--- src/hw/rtl/casu_pkg.sv ---
// Shared constants, codes and controller/datapath interface types for the cursor list unit.
package casu_pkg;

  localparam int CAPACITY = 32;
  localparam int DATA_W   = 64;
  localparam int FUNC_W   = 4;
  localparam int IDX_W    = 5;
  localparam int STAT_W   = 2;
  // Address width (positions and RAM addresses), count width (0..CAPACITY)
  localparam int AW = (CAPACITY > 1) ? $clog2(CAPACITY) : 1;
  localparam int CW = $clog2(CAPACITY + 1);
  // Width for comparing read_index against the count
  localparam int XW = (CW > IDX_W) ? CW : IDX_W;

  // Operation codes
  localparam logic [FUNC_W-1:0] F_START        = 4'd0;
  localparam logic [FUNC_W-1:0] F_END          = 4'd1;
  localparam logic [FUNC_W-1:0] F_LAST         = 4'd2;
  localparam logic [FUNC_W-1:0] F_ADVANCE      = 4'd3;
  localparam logic [FUNC_W-1:0] F_RETREAT      = 4'd4;
  localparam logic [FUNC_W-1:0] F_INSERT       = 4'd5;
  localparam logic [FUNC_W-1:0] F_ATTACH       = 4'd6;
  localparam logic [FUNC_W-1:0] F_REMOVE       = 4'd7;
  localparam logic [FUNC_W-1:0] F_INSERT_FRONT = 4'd8;
  localparam logic [FUNC_W-1:0] F_ATTACH_BACK  = 4'd9;
  localparam logic [FUNC_W-1:0] F_REMOVE_FRONT = 4'd10;
  localparam logic [FUNC_W-1:0] F_READ         = 4'd11;

  // Status codes
  localparam logic [STAT_W-1:0] ST_OK    = 2'd0;
  localparam logic [STAT_W-1:0] ST_FULL  = 2'd1;
  localparam logic [STAT_W-1:0] ST_NOCUR = 2'd2;
  localparam logic [STAT_W-1:0] ST_RANGE = 2'd3;

  typedef enum logic [1:0] {
    SHIFT_NONE,
    SHIFT_INS,
    SHIFT_REM
  } shift_t;

  typedef enum logic [2:0] {
    RAM_IDLE,
    RAM_SRC_RD,
    RAM_SHIFT_WR,
    RAM_PUT,
    RAM_IDX_RD,
    RAM_CUR_RD
  } ram_op_t;

  typedef struct packed {
    logic    load;
    ram_op_t ram_op;
    logic    cap_rd;
    logic    cap_cur;
    logic    emit;
  } cmd_t;

  typedef struct packed {
    shift_t kind;
    logic   more;
    logic   want_idx;
  } sts_t;

endpackage

--- src/hw/rtl/casu_ram.sv ---
// Generic single-write, single-read RAM with registered read data.
module casu_ram #(
  parameter int WIDTH = 64,
  parameter int DEPTH = 32
) (
  input  logic                                  clk,
  input  logic                                  we,
  input  logic [((DEPTH > 1) ? $clog2(DEPTH) : 1)-1:0] waddr,
  input  logic [WIDTH-1:0]                      wdata,
  input  logic [((DEPTH > 1) ? $clog2(DEPTH) : 1)-1:0] raddr,
  output logic [WIDTH-1:0]                      rdata
);

  logic [WIDTH-1:0] mem [DEPTH];

  always_ff @(posedge clk) begin
    if (we) begin
      mem[waddr] <= wdata;
    end
    rdata <= mem[raddr];
  end

endmodule

--- src/hw/rtl/casu_ctrl.sv ---
// Sequencer for the cursor list unit: shift sweeps, reads and result hand-off.
module casu_ctrl (
  input  logic          clk,
  input  logic          rst_n,
  input  logic          in_valid,
  output logic          in_ready,
  output logic          out_valid,
  input  logic          out_ready,
  input  casu_pkg::sts_t sts,
  output casu_pkg::cmd_t cmd
);

  typedef enum logic [3:0] {
    S_IDLE,
    S_PLAN,
    S_SWEEP_RD,
    S_SWEEP_WR,
    S_PUT,
    S_RD_IDX,
    S_RD_IDX_CAP,
    S_RD_CUR,
    S_RD_CUR_CAP,
    S_DONE
  } state_t;

  state_t state_r, state_nxt;
  logic   out_valid_r, out_valid_nxt;
  logic   out_free;

  assign out_free  = !out_valid_r || out_ready;
  assign in_ready  = (state_r == S_IDLE);
  assign out_valid = out_valid_r;

  always_comb begin
    state_nxt   = state_r;
    cmd         = '0;
    cmd.ram_op  = casu_pkg::RAM_IDLE;
    case (state_r)
      S_IDLE: begin
        if (in_valid) begin
          cmd.load  = 1'b1;
          state_nxt = S_PLAN;
        end
      end
      S_PLAN: begin
        case (sts.kind)
          casu_pkg::SHIFT_INS: state_nxt = sts.more ? S_SWEEP_RD : S_PUT;
          casu_pkg::SHIFT_REM: state_nxt = sts.more ? S_SWEEP_RD : S_RD_CUR;
          default:             state_nxt = sts.want_idx ? S_RD_IDX : S_RD_CUR;
        endcase
      end
      S_SWEEP_RD: begin
        cmd.ram_op = casu_pkg::RAM_SRC_RD;
        state_nxt  = S_SWEEP_WR;
      end
      S_SWEEP_WR: begin
        cmd.ram_op = casu_pkg::RAM_SHIFT_WR;
        state_nxt  = S_PLAN;
      end
      S_PUT: begin
        cmd.ram_op = casu_pkg::RAM_PUT;
        state_nxt  = S_RD_CUR;
      end
      S_RD_IDX: begin
        cmd.ram_op = casu_pkg::RAM_IDX_RD;
        state_nxt  = S_RD_IDX_CAP;
      end
      S_RD_IDX_CAP: begin
        cmd.cap_rd = 1'b1;
        state_nxt  = S_RD_CUR;
      end
      S_RD_CUR: begin
        cmd.ram_op = casu_pkg::RAM_CUR_RD;
        state_nxt  = S_RD_CUR_CAP;
      end
      S_RD_CUR_CAP: begin
        cmd.cap_cur = 1'b1;
        state_nxt   = S_DONE;
      end
      S_DONE: begin
        if (out_free) begin
          cmd.emit  = 1'b1;
          state_nxt = S_IDLE;
        end
      end
      default: state_nxt = S_IDLE;
    endcase
  end

  always_comb begin
    out_valid_nxt = out_valid_r;
    if (cmd.emit) begin
      out_valid_nxt = 1'b1;
    end else if (out_ready) begin
      out_valid_nxt = 1'b0;
    end
  end

  always_ff @(posedge clk) begin
    if (!rst_n) begin
      state_r     <= S_IDLE;
      out_valid_r <= 1'b0;
    end else begin
      state_r     <= state_nxt;
      out_valid_r <= out_valid_nxt;
    end
  end

endmodule

--- src/hw/rtl/casu_dp.sv ---
// Datapath for the cursor list unit: count, cursor, operation plan, entry RAM, result registers.
module casu_dp (
  input  logic                          clk,
  input  logic                          rst_n,
  input  casu_pkg::cmd_t                cmd,
  output casu_pkg::sts_t                sts,
  input  logic [casu_pkg::FUNC_W-1:0]   in_func,
  input  logic [casu_pkg::DATA_W-1:0]   in_entry_value,
  input  logic [casu_pkg::IDX_W-1:0]    in_read_index,
  output logic [casu_pkg::STAT_W-1:0]   out_status,
  output logic                          out_has_current,
  output logic [casu_pkg::DATA_W-1:0]   out_current_value,
  output logic [casu_pkg::CW-1:0]       out_entry_count,
  output logic [casu_pkg::DATA_W-1:0]   out_read_value
);

  localparam int AW = casu_pkg::AW;
  localparam int CW = casu_pkg::CW;
  localparam int XW = casu_pkg::XW;
  localparam logic [CW-1:0] LAST_POS = CW'(casu_pkg::CAPACITY - 1);
  localparam logic [CW-1:0] FULL_CNT = CW'(casu_pkg::CAPACITY);

  // Control state; the cursor may sit one past the top slot after an append that fills the list
  logic [CW-1:0]          count_r, count_nxt;
  logic [CW-1:0]          cursor_r, cursor_nxt;
  casu_pkg::shift_t       kind_r, kind_nxt;
  logic [AW-1:0]          ptr_r, ptr_nxt;
  // Payload
  logic [AW-1:0]          pos_r, pos_nxt;
  logic [casu_pkg::DATA_W-1:0] val_r;
  logic [AW-1:0]          idx_addr_r;
  logic                   want_idx_r, want_idx_nxt;
  logic [casu_pkg::STAT_W-1:0] status_r, status_nxt;
  logic [casu_pkg::DATA_W-1:0] rd_val_r, cur_val_r;
  logic [casu_pkg::STAT_W-1:0] out_status_r;
  logic                   out_has_cur_r;
  logic [casu_pkg::DATA_W-1:0] out_cur_val_r, out_rd_val_r;
  logic [CW-1:0]          out_count_r;

  logic                   cur, full;
  logic [XW-1:0]          idx_x;
  logic                   has_cur;

  // RAM port
  logic                   ram_we;
  logic [AW-1:0]          ram_waddr, ram_raddr;
  logic [casu_pkg::DATA_W-1:0] ram_wdata, ram_rdata;

  assign cur     = cursor_r < count_r;
  assign full    = (count_r == FULL_CNT);
  assign idx_x   = XW'(in_read_index);
  assign has_cur = cur;

  // Plan the operation at accept
  always_comb begin
    status_nxt   = casu_pkg::ST_OK;
    cursor_nxt   = cursor_r;
    kind_nxt     = casu_pkg::SHIFT_NONE;
    pos_nxt      = '0;
    want_idx_nxt = 1'b0;
    case (in_func)
      casu_pkg::F_START: cursor_nxt = '0;
      casu_pkg::F_END: begin
        cursor_nxt = (count_r == '0) ? '0 : count_r - CW'(1);
      end
      casu_pkg::F_LAST: cursor_nxt = LAST_POS;
      casu_pkg::F_ADVANCE: begin
        if (!cur) begin
          status_nxt = casu_pkg::ST_NOCUR;
        end else if (cursor_r < LAST_POS) begin
          cursor_nxt = cursor_r + CW'(1);
        end
      end
      casu_pkg::F_RETREAT: begin
        if (cursor_r != '0) begin
          cursor_nxt = cursor_r - CW'(1);
        end
      end
      casu_pkg::F_INSERT: begin
        if (full) begin
          status_nxt = casu_pkg::ST_FULL;
        end else if (!cur) begin
          kind_nxt   = casu_pkg::SHIFT_INS;
          cursor_nxt = '0;
        end else begin
          kind_nxt = casu_pkg::SHIFT_INS;
          pos_nxt  = cursor_r[AW-1:0];
        end
      end
      casu_pkg::F_ATTACH: begin
        if (full) begin
          status_nxt = casu_pkg::ST_FULL;
        end else if (count_r == '0) begin
          kind_nxt   = casu_pkg::SHIFT_INS;
          cursor_nxt = '0;
        end else if (!cur) begin
          kind_nxt   = casu_pkg::SHIFT_INS;
          pos_nxt    = AW'(count_r);
          cursor_nxt = count_r;
        end else begin
          kind_nxt   = casu_pkg::SHIFT_INS;
          pos_nxt    = cursor_r[AW-1:0] + AW'(1);
          cursor_nxt = cursor_r + CW'(1);
        end
      end
      casu_pkg::F_REMOVE: begin
        if (!cur) begin
          status_nxt = casu_pkg::ST_NOCUR;
        end else begin
          kind_nxt = casu_pkg::SHIFT_REM;
          pos_nxt  = cursor_r[AW-1:0];
        end
      end
      casu_pkg::F_INSERT_FRONT: begin
        if (full) begin
          status_nxt = casu_pkg::ST_FULL;
        end else begin
          kind_nxt   = casu_pkg::SHIFT_INS;
          cursor_nxt = '0;
        end
      end
      casu_pkg::F_ATTACH_BACK: begin
        // Park the cursor on the new count: no current item afterwards
        if (full) begin
          status_nxt = casu_pkg::ST_FULL;
        end else begin
          kind_nxt   = casu_pkg::SHIFT_INS;
          pos_nxt    = AW'(count_r);
          cursor_nxt = count_r + CW'(1);
        end
      end
      casu_pkg::F_REMOVE_FRONT: begin
        if (count_r == '0) begin
          status_nxt = casu_pkg::ST_NOCUR;
        end else begin
          kind_nxt   = casu_pkg::SHIFT_REM;
          cursor_nxt = '0;
        end
      end
      casu_pkg::F_READ: begin
        if (idx_x < XW'(count_r)) begin
          want_idx_nxt = 1'b1;
        end else begin
          status_nxt = casu_pkg::ST_RANGE;
        end
      end
      default: ;
    endcase
  end

  // Count and sweep pointer
  always_comb begin
    count_nxt = count_r;
    ptr_nxt   = ptr_r;
    if (cmd.load) begin
      case (kind_nxt)
        casu_pkg::SHIFT_INS: begin
          count_nxt = count_r + CW'(1);
          ptr_nxt   = AW'(count_r);
        end
        casu_pkg::SHIFT_REM: begin
          count_nxt = count_r - CW'(1);
          ptr_nxt   = pos_nxt;
        end
        default: ;
      endcase
    end else if (cmd.ram_op == casu_pkg::RAM_SHIFT_WR) begin
      ptr_nxt = (kind_r == casu_pkg::SHIFT_INS) ? ptr_r - AW'(1) : ptr_r + AW'(1);
    end
  end

  // Sweep continues while entries above the hole (insert) or below the new end (remove) remain
  always_comb begin
    sts.kind     = kind_r;
    sts.want_idx = want_idx_r;
    case (kind_r)
      casu_pkg::SHIFT_INS: sts.more = ptr_r > pos_r;
      casu_pkg::SHIFT_REM: sts.more = {{(CW-AW){1'b0}}, ptr_r} < count_r;
      default:             sts.more = 1'b0;
    endcase
  end

  // RAM addressing
  always_comb begin
    ram_we    = 1'b0;
    ram_waddr = ptr_r;
    ram_wdata = ram_rdata;
    ram_raddr = cursor_r[AW-1:0];
    case (cmd.ram_op)
      casu_pkg::RAM_SRC_RD: begin
        ram_raddr = (kind_r == casu_pkg::SHIFT_INS) ? ptr_r - AW'(1) : ptr_r + AW'(1);
      end
      casu_pkg::RAM_SHIFT_WR: ram_we = 1'b1;
      casu_pkg::RAM_PUT: begin
        ram_we    = 1'b1;
        ram_waddr = pos_r;
        ram_wdata = val_r;
      end
      casu_pkg::RAM_IDX_RD: ram_raddr = idx_addr_r;
      casu_pkg::RAM_CUR_RD: ram_raddr = cursor_r[AW-1:0];
      default: ;
    endcase
  end

  casu_ram #(
    .WIDTH (casu_pkg::DATA_W),
    .DEPTH (casu_pkg::CAPACITY)
  ) u_ram (
    .clk   (clk),
    .we    (ram_we),
    .waddr (ram_waddr),
    .wdata (ram_wdata),
    .raddr (ram_raddr),
    .rdata (ram_rdata)
  );

  always_ff @(posedge clk) begin
    if (!rst_n) begin
      count_r  <= '0;
      cursor_r <= '0;
      kind_r   <= casu_pkg::SHIFT_NONE;
      ptr_r    <= '0;
    end else begin
      count_r <= count_nxt;
      ptr_r   <= ptr_nxt;
      if (cmd.load) begin
        cursor_r <= cursor_nxt;
        kind_r   <= kind_nxt;
      end
    end
  end

  always_ff @(posedge clk) begin
    if (cmd.load) begin
      pos_r      <= pos_nxt;
      val_r      <= in_entry_value;
      idx_addr_r <= idx_x[AW-1:0];
      want_idx_r <= want_idx_nxt;
      status_r   <= status_nxt;
      rd_val_r   <= '0;
    end else if (cmd.cap_rd) begin
      rd_val_r <= ram_rdata;
    end
    if (cmd.cap_cur) begin
      cur_val_r <= has_cur ? ram_rdata : '0;
    end
    if (cmd.emit) begin
      out_status_r  <= status_r;
      out_has_cur_r <= has_cur;
      out_cur_val_r <= cur_val_r;
      out_count_r   <= count_r;
      out_rd_val_r  <= rd_val_r;
    end
  end

  assign out_status        = out_status_r;
  assign out_has_current   = out_has_cur_r;
  assign out_current_value = out_cur_val_r;
  assign out_entry_count   = out_count_r;
  assign out_read_value    = out_rd_val_r;

endmodule

--- src/hw/rtl/cursor_array_sequence_unit.sv ---
// Steps from accept to result: plan, then any shift sweep, the write of the new entry for an
//   insert, the indexed read for a read, the current-entry read, then the result hand-off.
// Throughput: one item at a time, the next beat taken only after the result registers;
//   each shifted entry costs three steps (plan, read, write).
// The output register holds a finished beat while the next item is accepted and worked on.
// Reset (rst_n, synchronous, active low) empties the list and zeroes the cursor; RAM not cleared.
module cursor_array_sequence_unit (
  input  logic                          clk,
  input  logic                          rst_n,
  // Input channel
  input  logic                          in_valid,
  output logic                          in_ready,
  input  logic [casu_pkg::FUNC_W-1:0]   in_func,
  input  logic [casu_pkg::DATA_W-1:0]   in_entry_value,
  input  logic [casu_pkg::IDX_W-1:0]    in_read_index,
  // Result channel
  output logic                          out_valid,
  input  logic                          out_ready,
  output logic [casu_pkg::STAT_W-1:0]   out_status,
  output logic                          out_has_current,
  output logic [casu_pkg::DATA_W-1:0]   out_current_value,
  output logic [casu_pkg::CW-1:0]       out_entry_count,
  output logic [casu_pkg::DATA_W-1:0]   out_read_value
);

  // Commands flow from the sequencer to the datapath; status flows back.
  casu_pkg::cmd_t cmd;
  casu_pkg::sts_t sts;

  // Sequencer: accept a beat when idle, walk the shift sweep, then read
  // back the indexed and current entries and hand the result to the
  // output register once it is free.
  casu_ctrl u_ctrl (
    .clk       (clk),
    .rst_n     (rst_n),
    .in_valid  (in_valid),
    .in_ready  (in_ready),
    .out_valid (out_valid),
    .out_ready (out_ready),
    .sts       (sts),
    .cmd       (cmd)
  );

  // Datapath: plan the operation against count and cursor at accept,
  // shift entries in the RAM one at a time, hold the result fields.
  casu_dp u_dp (
    .clk               (clk),
    .rst_n             (rst_n),
    .cmd               (cmd),
    .sts               (sts),
    .in_func           (in_func),
    .in_entry_value    (in_entry_value),
    .in_read_index     (in_read_index),
    .out_status        (out_status),
    .out_has_current   (out_has_current),
    .out_current_value (out_current_value),
    .out_entry_count   (out_entry_count),
    .out_read_value    (out_read_value)
  );

endmodule

--- config.mk ---
export PLATFORM = sky130hd
export DESIGN_NAME = cursor_array_sequence_unit
export DESIGN_NICKNAME = d
export VERILOG_FILES = /design/src/hw/rtl/casu_pkg.sv /design/src/hw/rtl/casu_ram.sv /design/src/hw/rtl/casu_ctrl.sv /design/src/hw/rtl/casu_dp.sv /design/src/hw/rtl/cursor_array_sequence_unit.sv
export SDC_FILE = /design/constraint.sdc
export NUM_CORES = 2
export LEC_CHECK = 0
export BUFFER_PORTS_ARGS = -buffer_cell sky130_fd_sc_hd__buf_2
export CAP_MARGIN = 10
export CORE_MARGIN = 2
export CORE_UTILIZATION = 30
export DETAILED_ROUTE_END_ITERATION = 12
export PLACE_DENSITY = 0.46
export SKIP_CTS_REPAIR_TIMING = 1
export SLEW_MARGIN = 20
export SYNTH_ARGS = -nofsm -noshare
export SYNTH_HDL_FRONTEND = slang
export SYNTH_SLANG_ARGS = --single-unit
--- constraint.sdc ---
create_clock -name clk -period 10.4 [get_ports clk]
set_input_delay 1.04 -clock clk [delete_from_list [all_inputs] [get_ports clk]]
set_output_delay 1.04 -clock clk [all_outputs]
set_load 0.02 [all_outputs]
# Word level (Yosys, flattened, before mapping)
# Memories as Yosys holds them, arrays and structs flattened. A register that Yosys moved wholly into a read port is not among the register bits.
# Index checks and enable logic that the tools add are counted.
# Widths: inputs -> output; s select.
# word_totals
n_memories	1
output_inout_bits	139
ramBits	2048
reg_bits	366
input_bits	77
# memory_table
name	depth	word_bits	rd	rd_ports_with_merged_regs	wr	line	text
u_dp.u_ram.mem	32	64	1	1	1	casu_ram.sv:14	logic [WIDTH-1:0] mem [DEPTH];
# classes
reduce_logical	18
n_addsub	7
eq_ne	41
n_mux	58
magnitude_cmp	5
# op_table
op	count
$mux 6	12
$mux 64	1
$pmux 6 s10	1
$mux 5	10
$pmux 4 s9	1
$eq 4x3->1 const B	8
$eq 4x4->1 const B	6
$pmux 5 s2	2
$pmux 5 s4	1
$eq 4x2->1 const B	4
$pmux 3 s5	1
$mux 1	14
$ne 2x2->1 const B	7
$add 6x1->6 const B	2
$lt 5x6->1	2
$mux 2	6
$pmux 6 s2	1
$sub 6x1->6 const B	2
$reduce_and 11->1	1
$add 5x1->5 const B	2
$reduce_bool 10->1	1
$eq 4x1->1 const B	2
$logic_not 4->1	2
$mux 4	2
25 further kinds	38

# Longest topological paths before layout
# logic_depth
ltp_word	7
depth_mapped	17
ltp_nobuf	14

# By module
# Synthesis repeated with hierarchy kept, for this count alone.
# unflattened
cells_unflattened	4138
area_unflattened_um2	93926.3
# modules_own_cells
mod	seq_area_each_um2	cells_each	area_per_inst_um2	instances
casu_ram	62780.2	3096	78964.5	1
casu_dp	10009.6	986	14521.4	1
casu_ctrl	100.1	56	440.4	1

# Worst setup path before layout
# OpenSTA, ideal clock, no wires.
# synth_timing
path_type	input port to flip-flop
startpoint	input port out_ready
endpoint	register u_dp.out_cur_val_r, in the netlist u_dp.out_current_value[0], enable pin
stages	2
arrival_time_ns	7.214
path_slack_ns	2.536
t_required_ns	9.751
path_cell_list	nand2b_1 nor2b_1
# synth_rtl
element	line	text
start: declaration	cursor_array_sequence_unit.sv:18	input logic out_ready,
end signal: assignment	casu_dp.sv:250	out_cur_val_r <= cur_val_r;
end: declaration	casu_dp.sv:37	logic [casu_pkg::DATA_W-1:0] out_cur_val_r, out_rd_val_r;

# Worst setup path after layout
# layout_timing
startpoint	register u_dp.kind_r[1]
endpoint	register u_dp.u_ram.rdata[28], read port of u_dp.u_ram.mem
# layout_via
elab_chain_len	3
# layout_lines
element	line	text
start: declaration	casu_dp.sv:26	casu_pkg::shift_t kind_r, kind_nxt;
start signal: assignment	casu_dp.sv:221	kind_r <= casu_pkg::SHIFT_NONE;
start signal: assignment	casu_dp.sv:228	kind_r <= kind_nxt;
$eq 2x1->1	casu_dp.sv:191	ram_raddr = (kind_r == casu_pkg::SHIFT_INS) ? ptr_r - AW'(1) : ptr_r + AW'(1);
$mux 5	casu_dp.sv:191	
$pmux 5 s2	casu_dp.sv:189	case (cmd.ram_op)
end: declaration	casu_ram.sv:11	output logic [WIDTH-1:0] rdata
# No other way between the ends.
# A chain may end at the register's enable or synchronous reset.

==> impl_metrics.env <==
export IMPL_grt_total_usage=0.178
export IMPL_fin_nets=6867
export IMPL_synth_warnings=0
export IMPL_synth_area_leaders="edfxtp_1, a21oi_1, nand2_1"
export IMPL_min_delay_path_depth=1
export IMPL_status="completed"
export IMPL_r2r_start="u_dp.kind_r[1]"
export IMPL_worst_hold_slack_ns=0.352
export IMPL_numCtsBuffers=282
export IMPL_syn_inst=6600
export IMPL_hpwl_um=146000
export IMPL_synth_seq_cells=2478
export IMPL_synth_compound_area_frac=0.128
export IMPL_dieArea_um2=323000
export IMPL_synth_top_area_frac=0.731
export IMPL_finalHoldViolations=0
export IMPL_grt_pass1_wl_um=418000
export IMPL_drive_above_1_share=0.140
export IMPL_required_ns=11.08
export IMPL_cts_max_level=5
export IMPL_min_from="in_entry_value[0]"
export IMPL_io_buffer_count=215
export IMPL_yosys_area_share_simple=0.0700
export IMPL_synth_xor_xnor_area_share=0.00165
export IMPL_wire_per_inst_um=26.5
export IMPL_yosys_area_top_type="edfxtp_1"
export IMPL_finClkSkew_ns=0.0514
export IMPL_syn_nets=6708
export IMPL_rsz0062_at_grt="false"
export IMPL_synth_async_sr_flop_share=0
export IMPL_gr_total_overflow=0
export IMPL_synth_top_family_by_area="compound AO/OA/AOI/OAI gates"
export IMPL_fin_crit_sh=0.529
export IMPL_synth_area_mux_share=0.00933
export IMPL_rr_worst_depth=12
export IMPL_path_clk_slew_ns=0.06
export IMPL_dr_first_iter_drc_count=5741
export IMPL_drt_vias_per_instance=5.17
export IMPL_grt_max_degree=210
export IMPL_synthAdderAreaFrac=0.00414
export IMPL_ir_drop_v=0.000152
export IMPL_worstMarginPinSlew_ns=1.20
export IMPL_ios=216
export IMPL_r2r_slack_ns=4.90
export IMPL_finalMaxSlewViolations=0
export IMPL_die_x_um=568
export IMPL_wl_um=296000
export IMPL_r2r_end="u_dp.u_ram.rdata[28]"
export IMPL_critPathLaunchType="register"
export IMPL_p_per_area_nw_per_um2=251
export IMPL_area_delta_synth_final_pct=15.1
export IMPL_rows=207
export IMPL_tritoncts="yes"
export IMPL_fmax_ghz=0.182
export IMPL_synth_edf_count=2326
export IMPL_slew_headroom=0.198
export IMPL_syn_area_per_cell_um2=14.5
export IMPL_finalPower_uw=27500
export IMPL_fill_cells=30400
export IMPL_root_buffer="clkbuf_16"
export IMPL_path_max_fanout=209
export IMPL_worstSetupPathType="reg2reg"
export IMPL_via_count=57700
export IMPL_initial_core_util=0.301
export IMPL_clkSinkCount=2478
export IMPL_setup_tns_ns=0
export IMPL_clock_path_buffers=4
export IMPL_synth_area_um2=95500
export IMPL_setup_viol=0
export IMPL_grt_pass1_vias=56500
export IMPL_hold_class="in2reg"
export IMPL_dr_pass1_iters=5
export IMPL_whs_endpoint="u_dp.val_r[0]"
export IMPL_ys_types=78
export IMPL_max_cap_violations=0
export IMPL_ant_nets=0
export IMPL_end_kind="register"
export IMPL_leakagePower_uw=0.0375
export IMPL_die_h_um=568
export IMPL_antenna_found_initial=7
export IMPL_core_area_um2=317000
export IMPL_ys_seq_area_frac=0.763
export IMPL_gp_congestion=0.770
export IMPL_synth_ff_type="edfxtp_1"
export IMPL_drc_errors=0
export IMPL_insertion_delay_ns=0.86
export IMPL_arrival_ns=6.19
export IMPL_finalCriticalPeriod_ns=5.50
[worst max-delay path by stage]
stage	from	end	slack (ns)
2_1_floorplan	out_ready	u_dp.out_current_value[0]	2.54
3_3_place_gp	u_dp.kind_r[1]	u_dp.u_ram.rdata[28]	5.06
3_5_place_dp	u_dp.kind_r[1]	u_dp.u_ram.rdata[28]	5.03
4_1_cts	u_dp.kind_r[1]	u_dp.u_ram.rdata[28]	4.97
5_1_grt	u_dp.kind_r[1]	u_dp.u_ram.rdata[28]	4.67
6_report	u_dp.kind_r[1]	u_dp.u_ram.rdata[28]	4.90
[cell usage after synthesis, types with 30 or more instances]
master / number
a22oi_1: 512
nand2_1: 1199
and2_1: 69
buf_2: 185
nor4_2: 59
ha_1: 30
dfxtp_1: 152
edfxtp_1: 2326
nor2_1: 84
o21ai_0: 30
o22ai_2: 58
clkbuf_1: 215
mux2_2: 69
o22ai_1: 195
inv_1: 33
a21oi_1: 1101
[critical path: stages, from the launching register on]
cell,delay [ns]
dfxtp_1,0.32
inv_1,0.06
ha_1,0.30
inv_1,0.16
fa_1,0.62
a2bb2oi_2,0.50
and2_4,0.71
buf_12,0.58
buf_12,0.60
nand2_1,0.14
a22oi_1,0.31
o22ai_2,0.15
nor4_2,0.45
[placed cells by master (no fill, tap or decap), types with 58 or more instances in the layout]
cell type  synthesis  routed
clkbuf_16          0     288
buf_2            185     215
mux2_2            69      69
edfxtp_1        2326    2326
nand2_1         1199    1196
clkbuf_1         215      65
o22ai_1          195     195
and2_1            69      67
buf_4             23     105
a22oi_1          512     512
o22ai_2           58      58
dfxtp_1          152     152
nor4_2            59      59
a21oi_1         1101    1101
[report_power, final]
part | switching, µW | internal [µW]
logic | 3700 | 1340
registers | 356 | 12600
clock network | 4030 | 5540
[metal layers]
metal  share of wire  global-route usage  wire length [µm]
met1            0.44               0.242            130000
met5        0.000024                   0                 7
met2            0.48               0.297            143000
met3           0.053              0.0248             15700
met4           0.024              0.0467              7180
[cell type report]
class | instances | area, µm² | share of cell area
tap | 4180 | 5230 | 0.0476
inverter | 34 | 138 | 0.00125
clock inverter | 128 | 1030 | 0.00936
sequential | 2478 | 72900 | 0.663
timing repair buffer | 332 | 2100 | 0.0192
clock buffer | 374 | 7740 | 0.0705
multi-input combinational | 3631 | 20700 | 0.189
antenna | 1 | 2.50 | 0.0000228
[cells by family (layout without fill, tap and decap cells)]
kind of cell,Yosys count,count (layout)
DFF,2478,2478
other,0,1
buffers and inverters,491,868
muxes,80,80
and+or+nand+nor,1516,1516
adders and majority gates,31,31
xor gates and xnor gates,18,18
AOI/OAI and AO/OA,1986,1986
[state kept, by name, summed over array words and instances (netlist names), 2 cells and up]
name and flops:
u_dp.cursor_r 6, u_dp.cur_val_r 64, u_dp.rd_val_r 64, u_dp.u_ram.mem 2048, u_dp.out_read_value 64, u_dp.status_r 2, u_dp.out_status 2, u_ctrl.state_r 4
u_dp.out_entry_count 6, u_dp.val_r 64, u_dp.ptr_r 5, u_dp.kind_r 2, u_dp.u_ram.rdata 64, u_dp.count_r 6, u_dp.out_current_value 64, u_dp.idx_addr_r 5
u_dp.pos_r 5
[per-stage QoR]
stage                     setup WS (ns)  instances   util  instance area (µm²)
after floorplan                    2.54       6600      -                95500
after global placement             5.06      10700  0.319               101000
after detailed placement           5.03      10700  0.319               101000
after CTS                          4.97      11200  0.346               110000
after global routing               4.67      11200  0.346               110000
final                              4.90      11200  0.346               110000
Note: power is estimated with default switching activity, not from simulation.
